File: config.mk
export PLATFORM = sky130hd
export DESIGN_NAME = seven_segment_display_writer
export DESIGN_NICKNAME = d
export VERILOG_FILES = /design/src/rtl/core/ssd_pkg.sv /design/src/rtl/core/ssd_front.sv /design/src/rtl/core/ssd_fifo.sv /design/src/rtl/core/ssd_back.sv /design/src/rtl/core/seven_segment_display_writer.sv
export SDC_FILE = /design/constraint.sdc
export NUM_CORES = 1
export LEC_CHECK = 0
export BUFFER_PORTS_ARGS = -buffer_cell sky130_fd_sc_hd__clkbuf_2
export CORE_MARGIN = 10
export CORE_UTILIZATION = 63
export DETAILED_ROUTE_END_ITERATION = 8
export HOLD_SLACK_MARGIN = 0.08
export PLACE_DENSITY = 0.87
export SKIP_LAST_GASP = 1
export SYNTH_ARGS = -nofsm -noshare
export SYNTH_HDL_FRONTEND = slang
export SYNTH_SLANG_ARGS = --single-unit
File: constraint.sdc
create_clock -name i_clk -period 6.4 [get_ports i_clk]
set_clock_uncertainty 0.1 [all_clocks]
set_input_delay 0.64 -clock i_clk [delete_from_list [all_inputs] [get_ports i_clk]]
set_output_delay 0.64 -clock i_clk [all_outputs]
set_load 0.02 [all_outputs]
File: src/rtl/core/ssd_pkg.sv
`timescale 1ns / 1ps

package ssd_pkg;

    // Command codes
    localparam logic [2:0] CMD_DISP_ON  = 3'd0;
    localparam logic [2:0] CMD_DISP_OFF = 3'd1;
    localparam logic [2:0] CMD_SET_DIG  = 3'd2;
    localparam logic [2:0] CMD_SHOW_INT = 3'd3;
    localparam logic [2:0] CMD_SHOW_TEN = 3'd4;

    // Bus bytes
    localparam logic [7:0] MODE_CMD      = 8'h48;
    localparam logic [7:0] MODE_ON_DATA  = 8'h01;
    localparam logic [7:0] MODE_OFF_DATA = 8'h00;
    localparam logic [7:0] ADDR_POS0     = 8'h6a;
    localparam logic [7:0] ADDR_POS1     = 8'h6c;
    localparam logic [7:0] ADDR_POS2     = 8'h6e;
    localparam logic [7:0] ADDR_POS3     = 8'h68;

    // Range limits
    localparam logic [9:0] LIMIT_DIGIT  = 10'd15;
    localparam logic [9:0] LIMIT_INT    = 10'd999;
    localparam logic [9:0] LIMIT_TENTHS = 10'd990;
    localparam logic [9:0] TENTHS_SPLIT = 10'd100;

    // Reciprocal constants: v/10 = (v*205)>>11, v/100 = (v*41)>>12, exact for v < 1024
    localparam logic [7:0] RECIP_10  = 8'd205;
    localparam logic [5:0] RECIP_100 = 6'd41;

    // Queue between front and back
    localparam int QUEUE_DEPTH = 2;

    // One decoded command: up to three frames, or a single error beat
    typedef struct packed {
        logic            err;
        logic [1:0]      nfr;
        logic [2:0][7:0] addr;
        logic [2:0][7:0] data;
    } t_job;

    function automatic logic [7:0] seg_of(input logic [3:0] d, input logic dp);
        logic [7:0] s;
        unique case (d)
            4'h0: s = 8'h3f;
            4'h1: s = 8'h06;
            4'h2: s = 8'h5b;
            4'h3: s = 8'h4f;
            4'h4: s = 8'h66;
            4'h5: s = 8'h6d;
            4'h6: s = 8'h7d;
            4'h7: s = 8'h07;
            4'h8: s = 8'h7f;
            4'h9: s = 8'h6f;
            4'ha: s = 8'h77;
            4'hb: s = 8'h7c;
            4'hc: s = 8'h39;
            4'hd: s = 8'h5e;
            4'he: s = 8'h79;
            default: s = 8'h71;
        endcase
        // the point table only sets the point on the decimal digits
        if (dp && (d < 4'd10)) begin
            s = s | 8'h80;
        end
        return s;
    endfunction

    function automatic logic [7:0] pos_addr(input logic [1:0] p);
        logic [7:0] a;
        unique case (p)
            2'd0: a = ADDR_POS0;
            2'd1: a = ADDR_POS1;
            2'd2: a = ADDR_POS2;
            default: a = ADDR_POS3;
        endcase
        return a;
    endfunction

endpackage

File: src/rtl/core/ssd_front.sv
`timescale 1ns / 1ps

module ssd_front (
    input  logic              i_clk,
    input  logic              i_rst_n,
    input  logic              i_valid,
    output logic              o_ready,
    input  logic [2:0]        i_command,
    input  logic [9:0]        i_value,
    input  logic [1:0]        i_position,
    input  logic              i_decimal_point,
    output logic              o_push,
    output ssd_pkg::t_job     o_job,
    input  logic              i_q_ready
);
    import ssd_pkg::*;

    logic [17:0] p10;
    logic [15:0] p100;

    logic        r_valid;
    logic [2:0]  r_cmd;
    logic [9:0]  r_v;
    logic [1:0]  r_pos;
    logic        r_dp;
    logic [6:0]  r_q10;
    logic [3:0]  r_h;

    logic        drop;
    logic        adv;
    logic [6:0]  h_x10;
    logic [9:0]  q_x10;
    logic [6:0]  tens_full;
    logic [9:0]  units_full;
    logic [3:0]  tens;
    logic [3:0]  units;
    t_job        job;

    // stage 1: reciprocal multiplies for /10 and /100
    assign p10  = 18'(i_value) * 18'(RECIP_10);
    assign p100 = 16'(i_value) * 16'(RECIP_100);

    assign o_ready = !r_valid || adv;

    always_ff @(posedge i_clk) begin
        if (!i_rst_n) begin
            r_valid <= 1'b0;
        end else if (o_ready) begin
            r_valid <= i_valid;
        end
    end

    always_ff @(posedge i_clk) begin
        if (o_ready && i_valid) begin
            r_cmd <= i_command;
            r_v   <= i_value;
            r_pos <= i_position;
            r_dp  <= i_decimal_point;
            r_q10 <= p10[17:11];
            r_h   <= p100[15:12];
        end
    end

    // stage 2: remainders by shift-add, then frame selection
    assign h_x10      = {r_h, 3'b000} + 7'({r_h, 1'b0});
    assign q_x10      = 10'({r_q10, 3'b000}) + 10'({r_q10, 1'b0});
    assign tens_full  = r_q10 - h_x10;
    assign units_full = r_v - q_x10;
    assign tens       = tens_full[3:0];
    assign units      = units_full[3:0];

    always_comb begin
        job  = '0;
        drop = 1'b0;
        unique case (r_cmd)
            CMD_DISP_ON: begin
                job.nfr     = 2'd1;
                job.addr[0] = MODE_CMD;
                job.data[0] = MODE_ON_DATA;
            end
            CMD_DISP_OFF: begin
                job.nfr     = 2'd1;
                job.addr[0] = MODE_CMD;
                job.data[0] = MODE_OFF_DATA;
            end
            CMD_SET_DIG: begin
                job.err     = (r_v > LIMIT_DIGIT);
                job.nfr     = 2'd1;
                job.addr[0] = pos_addr(r_pos);
                job.data[0] = seg_of(r_v[3:0], r_dp);
            end
            CMD_SHOW_INT: begin
                job.err     = (r_v > LIMIT_INT);
                job.nfr     = 2'd3;
                job.addr[0] = ADDR_POS0;
                job.data[0] = seg_of(r_h, 1'b0);
                job.addr[1] = ADDR_POS1;
                job.data[1] = seg_of(tens, 1'b0);
                job.addr[2] = ADDR_POS2;
                job.data[2] = seg_of(units, 1'b0);
            end
            CMD_SHOW_TEN: begin
                job.err     = (r_v > LIMIT_TENTHS);
                job.nfr     = 2'd2;
                job.addr[0] = ADDR_POS1;
                job.addr[1] = ADDR_POS2;
                if (r_v < TENTHS_SPLIT) begin
                    // d.d: whole part with the point, then the tenths digit
                    job.data[0] = seg_of(r_q10[3:0], 1'b1);
                    job.data[1] = seg_of(units, 1'b0);
                end else begin
                    // two integer digits, fraction dropped
                    job.data[0] = seg_of(r_h, 1'b0);
                    job.data[1] = seg_of(tens, 1'b0);
                end
            end
            default: begin
                drop = 1'b1;
            end
        endcase
    end

    assign adv    = r_valid && (drop || i_q_ready);
    assign o_push = r_valid && !drop && i_q_ready;
    assign o_job  = job;

endmodule

File: src/rtl/core/ssd_fifo.sv
`timescale 1ns / 1ps

module ssd_fifo (
    input  logic              i_clk,
    input  logic              i_rst_n,
    input  logic              i_push,
    input  ssd_pkg::t_job     i_job,
    output logic              o_ready,
    input  logic              i_pop,
    output logic              o_valid,
    output ssd_pkg::t_job     o_job
);
    import ssd_pkg::*;

    localparam int PW = $clog2(QUEUE_DEPTH);
    localparam int CW = $clog2(QUEUE_DEPTH + 1);

    t_job            r_mem [QUEUE_DEPTH];
    logic [PW-1:0]   r_wr;
    logic [PW-1:0]   r_rd;
    logic [CW-1:0]   r_cnt;

    assign o_ready = (r_cnt != CW'(QUEUE_DEPTH));
    assign o_valid = (r_cnt != '0);
    assign o_job   = r_mem[r_rd];

    // storage
    always_ff @(posedge i_clk) begin
        if (i_push) begin
            r_mem[r_wr] <= i_job;
        end
    end

    // pointers and fill count
    always_ff @(posedge i_clk) begin
        if (!i_rst_n) begin
            r_wr  <= '0;
            r_rd  <= '0;
            r_cnt <= '0;
        end else begin
            if (i_push) begin
                r_wr <= (r_wr == PW'(QUEUE_DEPTH - 1)) ? '0 : r_wr + 1'b1;
            end
            if (i_pop) begin
                r_rd <= (r_rd == PW'(QUEUE_DEPTH - 1)) ? '0 : r_rd + 1'b1;
            end
            if (i_push && !i_pop) begin
                r_cnt <= r_cnt + 1'b1;
            end else if (i_pop && !i_push) begin
                r_cnt <= r_cnt - 1'b1;
            end
        end
    end

`ifndef ASSERT_OFF
    a_no_overflow: assert property (@(posedge i_clk) disable iff (!i_rst_n)
        i_push |-> o_ready) else $error("queue written while full");
    a_no_underflow: assert property (@(posedge i_clk) disable iff (!i_rst_n)
        i_pop |-> o_valid) else $error("queue read while empty");
    a_count_range: assert property (@(posedge i_clk) disable iff (!i_rst_n)
        r_cnt <= CW'(QUEUE_DEPTH)) else $error("queue count out of range");
`endif

endmodule

File: src/rtl/core/ssd_back.sv
`timescale 1ns / 1ps

module ssd_back (
    input  logic              i_clk,
    input  logic              i_rst_n,
    input  logic              i_q_valid,
    input  ssd_pkg::t_job     i_job,
    output logic              o_pop,
    output logic              o_valid,
    input  logic              i_ready,
    output logic [7:0]        o_bus_byte,
    output logic              o_frame_start,
    output logic              o_frame_end,
    output logic              o_byte_valid,
    output logic              o_status,
    output logic              o_last
);
    import ssd_pkg::*;

    logic        r_busy;
    t_job        r_job;
    logic [2:0]  r_idx;

    logic [1:0]  frm;
    logic        second;
    logic        beat_last;
    logic        load;
    logic [7:0]  beat_byte;

    // current beat from the job and the beat index
    assign frm       = r_idx[2:1];
    assign second    = r_idx[0];
    assign beat_last = r_job.err || (second && (frm == r_job.nfr - 2'd1));
    assign beat_byte = second ? r_job.data[frm] : r_job.addr[frm];
    assign load      = r_busy && (!o_valid || i_ready);
    assign o_pop     = i_q_valid && (!r_busy || (load && beat_last));

    // job sequencer
    always_ff @(posedge i_clk) begin
        if (!i_rst_n) begin
            r_busy <= 1'b0;
            r_idx  <= '0;
        end else if (o_pop) begin
            r_busy <= 1'b1;
            r_idx  <= '0;
        end else if (load) begin
            if (beat_last) begin
                r_busy <= 1'b0;
            end
            r_idx <= r_idx + 1'b1;
        end
    end

    always_ff @(posedge i_clk) begin
        if (o_pop) begin
            r_job <= i_job;
        end
    end

    // output register
    always_ff @(posedge i_clk) begin
        if (!i_rst_n) begin
            o_valid <= 1'b0;
        end else if (load) begin
            o_valid <= 1'b1;
        end else if (i_ready) begin
            o_valid <= 1'b0;
        end
    end

    always_ff @(posedge i_clk) begin
        if (load) begin
            if (r_job.err) begin
                o_bus_byte    <= '0;
                o_frame_start <= 1'b0;
                o_frame_end   <= 1'b0;
                o_byte_valid  <= 1'b0;
                o_status      <= 1'b1;
                o_last        <= 1'b1;
            end else begin
                o_bus_byte    <= beat_byte;
                o_frame_start <= !second;
                o_frame_end   <= second;
                o_byte_valid  <= 1'b1;
                o_status      <= 1'b0;
                o_last        <= beat_last;
            end
        end
    end

`ifndef ASSERT_OFF
    a_idx_range: assert property (@(posedge i_clk) disable iff (!i_rst_n)
        r_busy && !r_job.err |-> r_idx < {r_job.nfr, 1'b0})
        else $error("beat index past end of job");
    a_err_beat: assert property (@(posedge i_clk) disable iff (!i_rst_n)
        o_valid && o_status |-> o_last && !o_byte_valid && !o_frame_start)
        else $error("error beat malformed");
    a_frame_pair: assert property (@(posedge i_clk) disable iff (!i_rst_n)
        o_valid && o_byte_valid |-> (o_frame_start != o_frame_end))
        else $error("beat both or neither start and stop");
    a_last_is_stop: assert property (@(posedge i_clk) disable iff (!i_rst_n)
        o_valid && o_byte_valid && o_last |-> o_frame_end)
        else $error("last beat does not close a frame");
`endif

endmodule

File: src/rtl/core/seven_segment_display_writer.sv
`timescale 1ns / 1ps

// Channel   Handshake             Payload
// input     i_valid / o_ready     i_command, i_value, i_position, i_decimal_point
// output    o_valid / i_ready     o_bus_byte, o_frame_start, o_frame_end,
//                                 o_byte_valid, o_status, o_last
//
// One output beat per cycle from the back end while i_ready is high and jobs are
// queued; a command gives 2, 4 or 6 beats, one error beat, or none for unknown codes.
// The first output beat passes through the front register, queue, sequencer and
// output register. The back end's beat sequencer sets the rate.
// Reset is synchronous, active low, and clears valids, queue pointers and sequencer.
// Input and output stall independently through the two-entry job queue.

module seven_segment_display_writer (
    input  logic        i_clk,
    input  logic        i_rst_n,
    input  logic        i_valid,
    output logic        o_ready,
    input  logic [2:0]  i_command,
    input  logic [9:0]  i_value,
    input  logic [1:0]  i_position,
    input  logic        i_decimal_point,
    output logic        o_valid,
    input  logic        i_ready,
    output logic [7:0]  o_bus_byte,
    output logic        o_frame_start,
    output logic        o_frame_end,
    output logic        o_byte_valid,
    output logic        o_status,
    output logic        o_last
);
    import ssd_pkg::*;

    logic  push;
    logic  q_ready;
    logic  q_valid;
    logic  pop;
    t_job  push_job;
    t_job  head_job;

    ssd_front u_front (
        .i_clk           (i_clk),
        .i_rst_n         (i_rst_n),
        .i_valid         (i_valid),
        .o_ready         (o_ready),
        .i_command       (i_command),
        .i_value         (i_value),
        .i_position      (i_position),
        .i_decimal_point (i_decimal_point),
        .o_push          (push),
        .o_job           (push_job),
        .i_q_ready       (q_ready)
    );

    ssd_fifo u_fifo (
        .i_clk   (i_clk),
        .i_rst_n (i_rst_n),
        .i_push  (push),
        .i_job   (push_job),
        .o_ready (q_ready),
        .i_pop   (pop),
        .o_valid (q_valid),
        .o_job   (head_job)
    );

    ssd_back u_back (
        .i_clk         (i_clk),
        .i_rst_n       (i_rst_n),
        .i_q_valid     (q_valid),
        .i_job         (head_job),
        .o_pop         (pop),
        .o_valid       (o_valid),
        .i_ready       (i_ready),
        .o_bus_byte    (o_bus_byte),
        .o_frame_start (o_frame_start),
        .o_frame_end   (o_frame_end),
        .o_byte_valid  (o_byte_valid),
        .o_status      (o_status),
        .o_last        (o_last)
    );

endmodule
==> impl_metrics.ini, run 1 <==
[outcome]
status = completed

[logic_synthesis]
ys_async_sr_fraction_pct = 0
synth_nets = 950
ys_top_cells_by_count = edfxtp_1, ha_1, inv_1
avgSynthCellArea_sq_um = 12.07
synth_flop_cell = edfxtp_1
synth_top_area_cell = edfxtp_1
ys_seq_area_share_pct = 47.22
ys_warn_count = 0
yosysMostFrequentCell = edfxtp_1
synth_top_area_share_pct = 40.75
synth_cells = 794
ys_types = 75
synth_area_sq_um = 9580
synth_edf_count = 130
ys_ff_latch = 161
yosys-top-cells-area = edfxtp_1, ha_1, dfxtp_1

[critical_path]
startpoint_type = primary input
critPathKind = primary input to flip-flop
critPathMaxFanout = 6
worstPathRequired_ns = 6.66
crit_path_end_kind = flip-flop
cp.arrival_ns = 5.38

[cts]
cts.sink_count = 161
cts.clk_slew.worst_paths_ns = 0.06
clock_path_buffers = 2
post_cts_buffers = 0
cts_max_level = 4
postCtsHoldBufs = 0
cts_resized = 0
numCtsBuffers = 17
root_buffer = clkbuf_16
tritoncts = done
clock_latency_ns = 0.42

[grt]
antenna_found_initial = 0
grt_pass1_vias = 6160
grt_pass1_wl_mm = 30.10
gr-total-overflow = 0
grt.total_usage_pct = 18.70
grt_max_degree = 46

[drt]
route.final.wire_length_mm = 18.40
vias = 6098
avgRoutedWirePerCell_um = 17.73
via_per_inst = 5.875
final_antenna_net_count = 0
drt_iter0_drc = 331
firstDrtPassIters = 5
drcViolationCount = 0

[sta]
slew_headroom_pct = 14.49
setup_viol = 0
drv_slew = 0
hold_violations = 0
rsz0062_at_grt = no
fmax_mhz = 195.3
max_slew.worst_pin.slew_ns = 1.281
period_share_pct = 80.00
final.min_clock_period_ns = 5.120
tns_ns = 0
fin_ws_ns = 1.280
hold_ws_ns = 0.2942

[floorplan]
core_area_sq_um = 15030
dieArea_sq_um = 20540
ios = 35
die_h_um = 143.3
start_util_pct = 63.73
die_w_um = 143.3
row_count = 45

[final_layout]
fillers = 976
final_core_util_pct = 70.14
multi_input_area_sq_um = 4627
antenna_cells = 0
drive_above_1_share_pct = 15.29
synthToLayoutAreaGrowth_pct = 10.06
seqCellArea_sq_um = 4524
fin_nets = 993

[min_path]
hp-class = primary input to flip-flop

[place]
gp_congestion = 0.9216
dp_hpwl_mm = 13.66
place_ws_ns = 0.8639
numPortBuffers = 34

[pwr]
p_per_area_nw_per_um2 = 443.0
p_leak_nw = 4.535
peakVddDrop_mv = 0.2713

[job]
maxCapViolCount = 0
final cells by class:
cell class / count / area share (%)
inverter: 96 / 3.441
timing repair buffer: 38 / 1.899
multi-input combinational: 523 / 43.88
clock inverter: 15 / 1.602
tap: 188 / 2.231
clock buffer: 17 / 4.035
sequential: 161 / 42.91
stage by stage:
| stage | cells | instance area (sq um) | total power, mW |
|---|---|---|---|
| detailed placement | 1006 | 9950 | 3.638 |
| CTS | 1038 | 10540 | 4.670 |
| global placement | 1006 | 9950 | 3.545 |
| floorplan | 794 | 9580 | 3.167 |
| global route | 1038 | 10540 | 4.990 |
| finish | 1038 | 10540 | 4.671 |
power by group:
part | total (mW) | leakage (nW) | internal (mW) | switching, mW
clock | 1.01 | 0.289 | 0.585 | 0.426
sequential | 1.60 | 1.49 | 1.48 | 0.125
combinational | 2.06 | 2.76 | 0.831 | 1.23
total | 4.67 | 4.54 | 2.89 | 1.78
placed cells by master (no fill, tap or decap), types with 6 or more instances in the layout:
master and n:
edfxtp_1 130, ha_1 115, inv_1 95, nor2_1 47
nand2_1 39, a21oi_1 35, mux2_2 35, clkbuf_2 34
dfxtp_1 31, mux2i_1 25, o21ai_0 25, xnor2_1 22
fa_1 21, clkbuf_16 17, xor2_1 10, nor3_1 8
a21o_1 7, o22ai_1 7, a222oi_1 7, a22oi_1 7
and2_1 7, nor2b_1 6, o21a_1 6, o21ai_1 6
path summary, 6_finish.rpt:
kind,startpoint,to,slack (ns),cells after the start
worst max-delay path,i_value[1],flip-flop,1.28,17
worst min register to register,u_back.r_busy$_SDFFE_PN0P_,u_back.o_valid$_SDFFE_PN0P_,0.38,1
worst max register to register,u_back.r_idx[1]$_SDFFE_PP0P_,u_back.r_job[16]$_DFFE_PP_,3.28,6
worst min-delay path,i_command[2],u_front.r_cmd[2]$_DFFE_PP_,0.29,1
critical path, cell delays in order:
cell and delay [ns]:
clkbuf_2 0.14, ha_1 0.36, fa_1 0.52, fa_1 0.56, inv_1 0.06, fa_1 0.52
inv_1 0.04, ha_1 0.32, a211o_1 0.30, a21oi_1 0.16, o21ai_0 0.13, xor2_1 0.16
a21oi_1 0.43, inv_1 0.16, ha_1 0.34, mux4_2 0.47, inv_1 0.06
kinds of logic after synthesis:
family	synth area share, %
compound gates	10.88
simple gates	6.883
buf+inv	4.532
mux	7.810
flops	47.22
fa+ha+maj	19.41
xor+xnor	3.265
routing by layer:
| metal | part of all wire [%] | vias to the layer above | GRT usage, % |
|---|---|---|---|
| li1 | - | 2963 | - |
| met1 | 40 | 2938 | 20.46 |
| met2 | 53 | 155 | 34.32 |
| met3 | 4.1 | 42 | 3.663 |
| met4 | 3.1 | 0 | 8.275 |
| met5 | 0 | - | 0 |
(Power assumes the default switching activity.)
==> run 2, diff against run 1 <==
--- a/config.mk
+++ b/config.mk
@@ -7,10 +7,10 @@
 export LEC_CHECK = 0
 export BUFFER_PORTS_ARGS = -buffer_cell sky130_fd_sc_hd__clkbuf_2
 export CORE_MARGIN = 10
-export CORE_UTILIZATION = 63
+export CORE_UTILIZATION = 57
 export DETAILED_ROUTE_END_ITERATION = 8
 export HOLD_SLACK_MARGIN = 0.08
-export PLACE_DENSITY = 0.87
+export PLACE_DENSITY = 0.83
 export SKIP_LAST_GASP = 1
 export SYNTH_ARGS = -nofsm -noshare
 export SYNTH_HDL_FRONTEND = slang
==> constraint.sdc (replaced) <==
create_clock -name i_clk -period 4.33 [get_ports i_clk]
set_clock_uncertainty 0.1 [all_clocks]
set_input_delay 0.433 -clock i_clk [delete_from_list [all_inputs] [get_ports i_clk]]
set_output_delay 0.433 -clock i_clk [all_outputs]
set_load 0.02 [all_outputs]
==> run 2 against run 1 <==
Against the previous run:
- final area is 4.8% higher
- hold slack got worse by 0.19 ns
- sequential power grew 48%
- largest power group unchanged
- non-clock buffer count rose by 40
- wire length up 3.4%
- sequential share of layout area shrank 2.0 points
- critical path type unchanged
==> impl_metrics.ini, run 2 (same netlist as run 1, synthesis figures left out) <==
[drt]
final_antenna_net_count = 0
avgRoutedWirePerCell_um = 17.14
firstDrtPassIters = 5
via_per_inst = 5.687
drcViolationCount = 0
drt_iter0_drc = 383
vias = 6313
route.final.wire_length_mm = 19.03

[place]
place_ws_ns = -0.3482
dpl_cell_area_sq_um = 10400
numPortBuffers = 34
dp.cells = 1075
gp_congestion = 0.9331
dp_hpwl_mm = 14.38

[critical_path]
slowest_stage = fa_1
critical_path.max_stage_delay_ns = 0.56
critPathMaxFanout = 4
path_cells = clkbuf_2, ha_4, fa_1, fa_1, inv_1, fa_1, inv_1, ha_4, a211o_1, a21oi_2, o21ai_1, xor2_1, a21oi_2, inv_2, ha_4, mux4_2, inv_1
worstPathRequired_ns = 4.59
critPathKind = primary input to flip-flop
cp.arrival_ns = 4.47
startpoint_type = primary input
crit_path_end_kind = flip-flop

[floorplan]
die_h_um = 149.6
die_w_um = 149.6
ios = 35
core_area_sq_um = 16520
row_count = 47
start_util_pct = 57.98
dieArea_sq_um = 22390

[grt]
grt_max_degree = 46
gr-total-overflow = 0
grt.total_usage_pct = 17.49
use_met2_pct = 32.57
antenna_found_initial = 0
met3_usage_pct = 2.899
grt_pass1_vias = 6396
gr-usage-met1_pct = 18.58
grt_pass1_wl_mm = 31.03
busiest_layer = met2

[final_layout]
antenna_cells = 0
drive_above_1_share_pct = 21.80
fin_nets = 1033
fillers = 1196
layout_commonest_cell = edfxtp_1
instances_no_fill = 1110
final_cell_mix = edfxtp_1, ha_1, inv_1
seqCellArea_sq_um = 4524
multi_input_area_sq_um = 4783
synthToLayoutAreaGrowth_pct = 15.33
fin_area_sq_um = 11050

[sta]
rsz0062_at_grt = no
tns_ns = 0
hold_violations = 0
final.min_clock_period_ns = 4.201
period_share_pct = 97.02
setup_viol = 0
fin_ws_ns = 0.1289
max_slew.worst_pin.slew_ns = 1.074
hold_ws_ns = 0.1028
drv_slew = 0
fmax_mhz = 238.0
slew_headroom_pct = 27.92

[cts]
tritoncts = done
root_buffer = clkbuf_16
numCtsBuffers = 17
clock_latency_ns = 0.41
cts.clk_slew.worst_paths_ns = 0.06
clock_path_buffers = 2
cts.sink_count = 161
cts_max_level = 4

[pwr]
peakVddDrop_mv = 0.4149
p_comb_share_pct = 46.5
p_per_area_nw_per_um2 = 654.6
clockPowerShare_pct = 20.7
pwr-share-seq_pct = 32.7
p_leak_nw = 4.720
p_sw_mw = 2.739
intPower_mw = 4.494
swShare_pct = 37.87

[outcome]
status = completed

[job]
maxCapViolCount = 0

[min_path]
hp-class = primary input to flip-flop
-- run 2: metrics by stage --
step / power [mW] / util, %
final: 7.233 / 66.87
after floorplan: 4.774 / -
after global placement: 5.567 / 62.94
after detailed placement: 5.679 / 62.94
after global routing: 7.757 / 66.87
after CTS: 7.196 / 66.56
-- run 2: path summary, 6_finish.rpt --
| path | end | depth (start not counted) | slack [ns] | start |
|---|---|---|---|---|
| setup / recovery | flip-flop | 17 | 0.13 | i_value[6] |
| hold / removal | u_front.r_cmd[0]$_DFFE_PP_ | 1 | 0.10 | i_command[0] |
| setup reg to reg | u_fifo.r_mem[0][11]$_DFFE_PP_ | 7 | 1.25 | u_front.r_q10[2]$_DFFE_PP_ |
| hold reg to reg | u_back.o_valid$_SDFFE_PN0P_ | 1 | 0.39 | u_back.r_busy$_SDFFE_PN0P_ |
-- run 2: metal layers --
metal / vias up / wire length [um]
met4: 0 / 792
li1: 3045 / -
met2: 151 / 10210
met5: - / 0
met1: 3057 / 7406
met3: 60 / 621
-- run 2: final cells by class --
| class | instances | share of cell area [%] |
|---|---|---|
| clock buffers | 17 | 3.850 |
| clock inverters | 15 | 1.563 |
| inverters | 96 | 3.284 |
| multi-input cells | 523 | 43.29 |
| flip-flops and latches | 161 | 40.95 |
| well taps | 220 | 2.491 |
| repair buffers | 78 | 4.575 |
-- run 2: timing repair --
action	4_1_cts	5_1_grt
gates resized for setup	0	6
endpoints found under the hold margin	0	2
hold buffers	0	2
buffers inserted	0	1
setup endpoints to repair	0	4
-- run 2: worst max-delay path, delay by kind of cell --
family	cells	cell delay [ns]
adders and majority gates	6	2.33
AOI/OAI and AO/OA	4	0.65
muxes	1	0.46
buffers and inverters	5	0.43
xor gates and xnor gates	1	0.17
-- run 2: power groups by stage --
stage / Combinational, mW / Clock [mW] / Sequential (mW)
2_1_floorplan: 2.43 / 0 / 2.35
3_3_place_gp: 3.19 / 0 / 2.37
3_5_place_dp: 3.28 / 0 / 2.40
4_1_cts: 3.31 / 1.51 / 2.37
5_1_grt: 3.77 / 1.59 / 2.40
6_report: 3.36 / 1.50 / 2.37
==> run 3, diff against run 2 <==
--- a/config.mk
+++ b/config.mk
@@ -10,7 +10,7 @@
 export CORE_UTILIZATION = 57
 export DETAILED_ROUTE_END_ITERATION = 8
 export HOLD_SLACK_MARGIN = 0.08
-export PLACE_DENSITY = 0.83
+export PLACE_DENSITY_LB_ADDON = 0.3
 export SKIP_LAST_GASP = 1
 export SYNTH_ARGS = -nofsm -noshare
 export SYNTH_HDL_FRONTEND = slang
==> run 3 against run 2 <==
Against the previous run:
- die area unchanged
- global-route usage increased by 0.39 points
- non-clock buffer count increased by 7
- fmax increased by 0.60%
- critical path type unchanged
- final cell count increased by 0.63%
- flip-flop and latch count unchanged
- highest routed layer unchanged
- hold slack got worse by 0.0057 ns
==> impl_metrics.ini, run 3 (same netlist as run 1, synthesis figures left out) <==
[min_path]
hp-class = primary input to flip-flop

[critical_path]
cp.arrival_ns = 4.44
critPathMaxFanout = 5
crit_family = adder cells
critPathBufInv = 5
worstPathRequired_ns = 4.60
path_cells = clkbuf_2, ha_4, inv_2, fa_1, inv_1, fa_1, fa_1, ha_1, a21oi_1, o21a_1, o21ai_2, xor2_1, mux2i_2, inv_2, ha_2, mux4_2, inv_1
timing.critical_path.mode_cell = fa_1
critPathKind = primary input to flip-flop
critical_path.max_stage_delay_ns = 0.53
crit_path_end_kind = flip-flop
slowest_stage = fa_1
startpoint_type = primary input

[cts]
cts.sink_count = 161
clock_path_buffers = 2
cts.clk_slew.worst_paths_ns = 0.06
root_buffer = clkbuf_16
numCtsBuffers = 17
tritoncts = done
clock_latency_ns = 0.42
cts_max_level = 4

[drt]
drt_iter0_drc = 378
vias = 6258
via_per_inst = 5.603
final_antenna_net_count = 0
firstDrtPassIters = 5
drcViolationCount = 0
avgRoutedWirePerCell_um = 17.05
route.final.wire_length_mm = 19.04

[grt]
grt_pass1_vias = 6633
grt_max_degree = 46
grt_pass1_wl_mm = 32.12
antenna_found_initial = 0
gr-total-overflow = 0
grt.total_usage_pct = 17.88

[place]
dp_hpwl_mm = 14.73
gp_congestion = 0.9328
place_ws_ns = -0.3378
dp.cells = 1078
numPortBuffers = 34

[final_layout]
drive_above_1_share_pct = 21.74
fin_nets = 1040
multi_input_area_sq_um = 4781
synthToLayoutAreaGrowth_pct = 16.35
final_core_util_pct = 67.46
fillers = 1162
antenna_cells = 0
final_cell_mix = edfxtp_1, ha_1, inv_1
instances_no_fill = 1117
seqCellArea_sq_um = 4524
layout_commonest_cell = edfxtp_1

[sta]
setup_viol = 0
drv_slew = 0
hold_violations = 0
final.min_clock_period_ns = 4.176
max_slew.worst_pin.slew_ns = 1.069
slew_headroom_pct = 28.24
hold_ws_ns = 0.09706
fin_ws_ns = 0.1540
period_share_pct = 96.44
fmax_mhz = 239.5
rsz0062_at_grt = yes

[pwr]
pwr-share-seq_pct = 32.0
p_comb_share_pct = 46.4
swShare_pct = 37.10
p_sw_mw = 2.721
clockPowerShare_pct = 21.6
p_leak_nw = 4.772
p_per_area_nw_per_um2 = 657.9
intPower_mw = 4.613
peakVddDrop_mv = 0.3636

[floorplan]
die_w_um = 149.6
die_h_um = 149.6
start_util_pct = 57.98
row_count = 47
dieArea_sq_um = 22390
ios = 35
core_area_sq_um = 16520

[outcome]
status = completed

[job]
maxCapViolCount = 0
run 3: worst paths after layout:
kind	start	to	slack (ns)	depth (start not counted)
worst max-delay path	i_value[3]	flip-flop	0.15	17
worst min-delay path	i_decimal_point	u_front.r_dp$_DFFE_PP_	0.1	1
worst max register to register	u_front.r_cmd[1]$_DFFE_PP_	flip-flop	1.37	9
worst min register to register	u_back.r_busy$_SDFFE_PN0P_	u_back.o_valid$_SDFFE_PN0P_	0.39	1
run 3: power by group through the flow:
stage	Sequential [mW]	Combinational [mW]	Clock, mW
finish	2.35	3.40	1.58
global route	2.38	3.78	1.67
CTS	2.35	3.35	1.60
detailed placement	2.38	3.31	0
global placement	2.38	3.17	0
floorplan	2.35	2.43	0
run 3: per-layer routing:
layer,part of all wire (%),global-route usage [%]
met3,3.9,3.895
met4,2.7,7.262
met2,55,33.37
met5,0,0
met1,39,19.02
run 3: what timing repair did:
action	CTS	global route
setup endpoints to repair	0	5
hold endpoints to repair	5	0
hold buffers	5	0
gates resized for setup	0	13
buffers inserted	0	2
run 3: layout make-up:
class | instances | share of cell area [%]
clock inverter | 15 | 1.830
multi-input combinational | 523 | 42.89
sequential | 161 | 40.59
tap | 220 | 2.469
inverter | 96 | 3.255
clock buffer | 17 | 3.816
timing repair buffer | 85 | 5.152
run 3: worst reg2reg max path: stages (launching register included):
cell,delay (ns)
edfxtp_1,0.46
o21ai_2,0.14
a31o_4,0.31
inv_4,0.41
nor2_1,0.11
a21oi_1,0.39
inv_1,0.19
ha_1,0.27
mux4_2,0.46
inv_1,0.06
run 3: stage by stage:
step | total power, mW | instance area (sq um) | TNS (ns)
global placement | 5.547 | 10420 | -1.494
floorplan | 4.774 | 9713 | -0.03112
finish | 7.334 | 11150 | 0
CTS | 7.301 | 11100 | 0
global route | 7.825 | 11150 | -0.02517
detailed placement | 5.690 | 10420 | -1.998
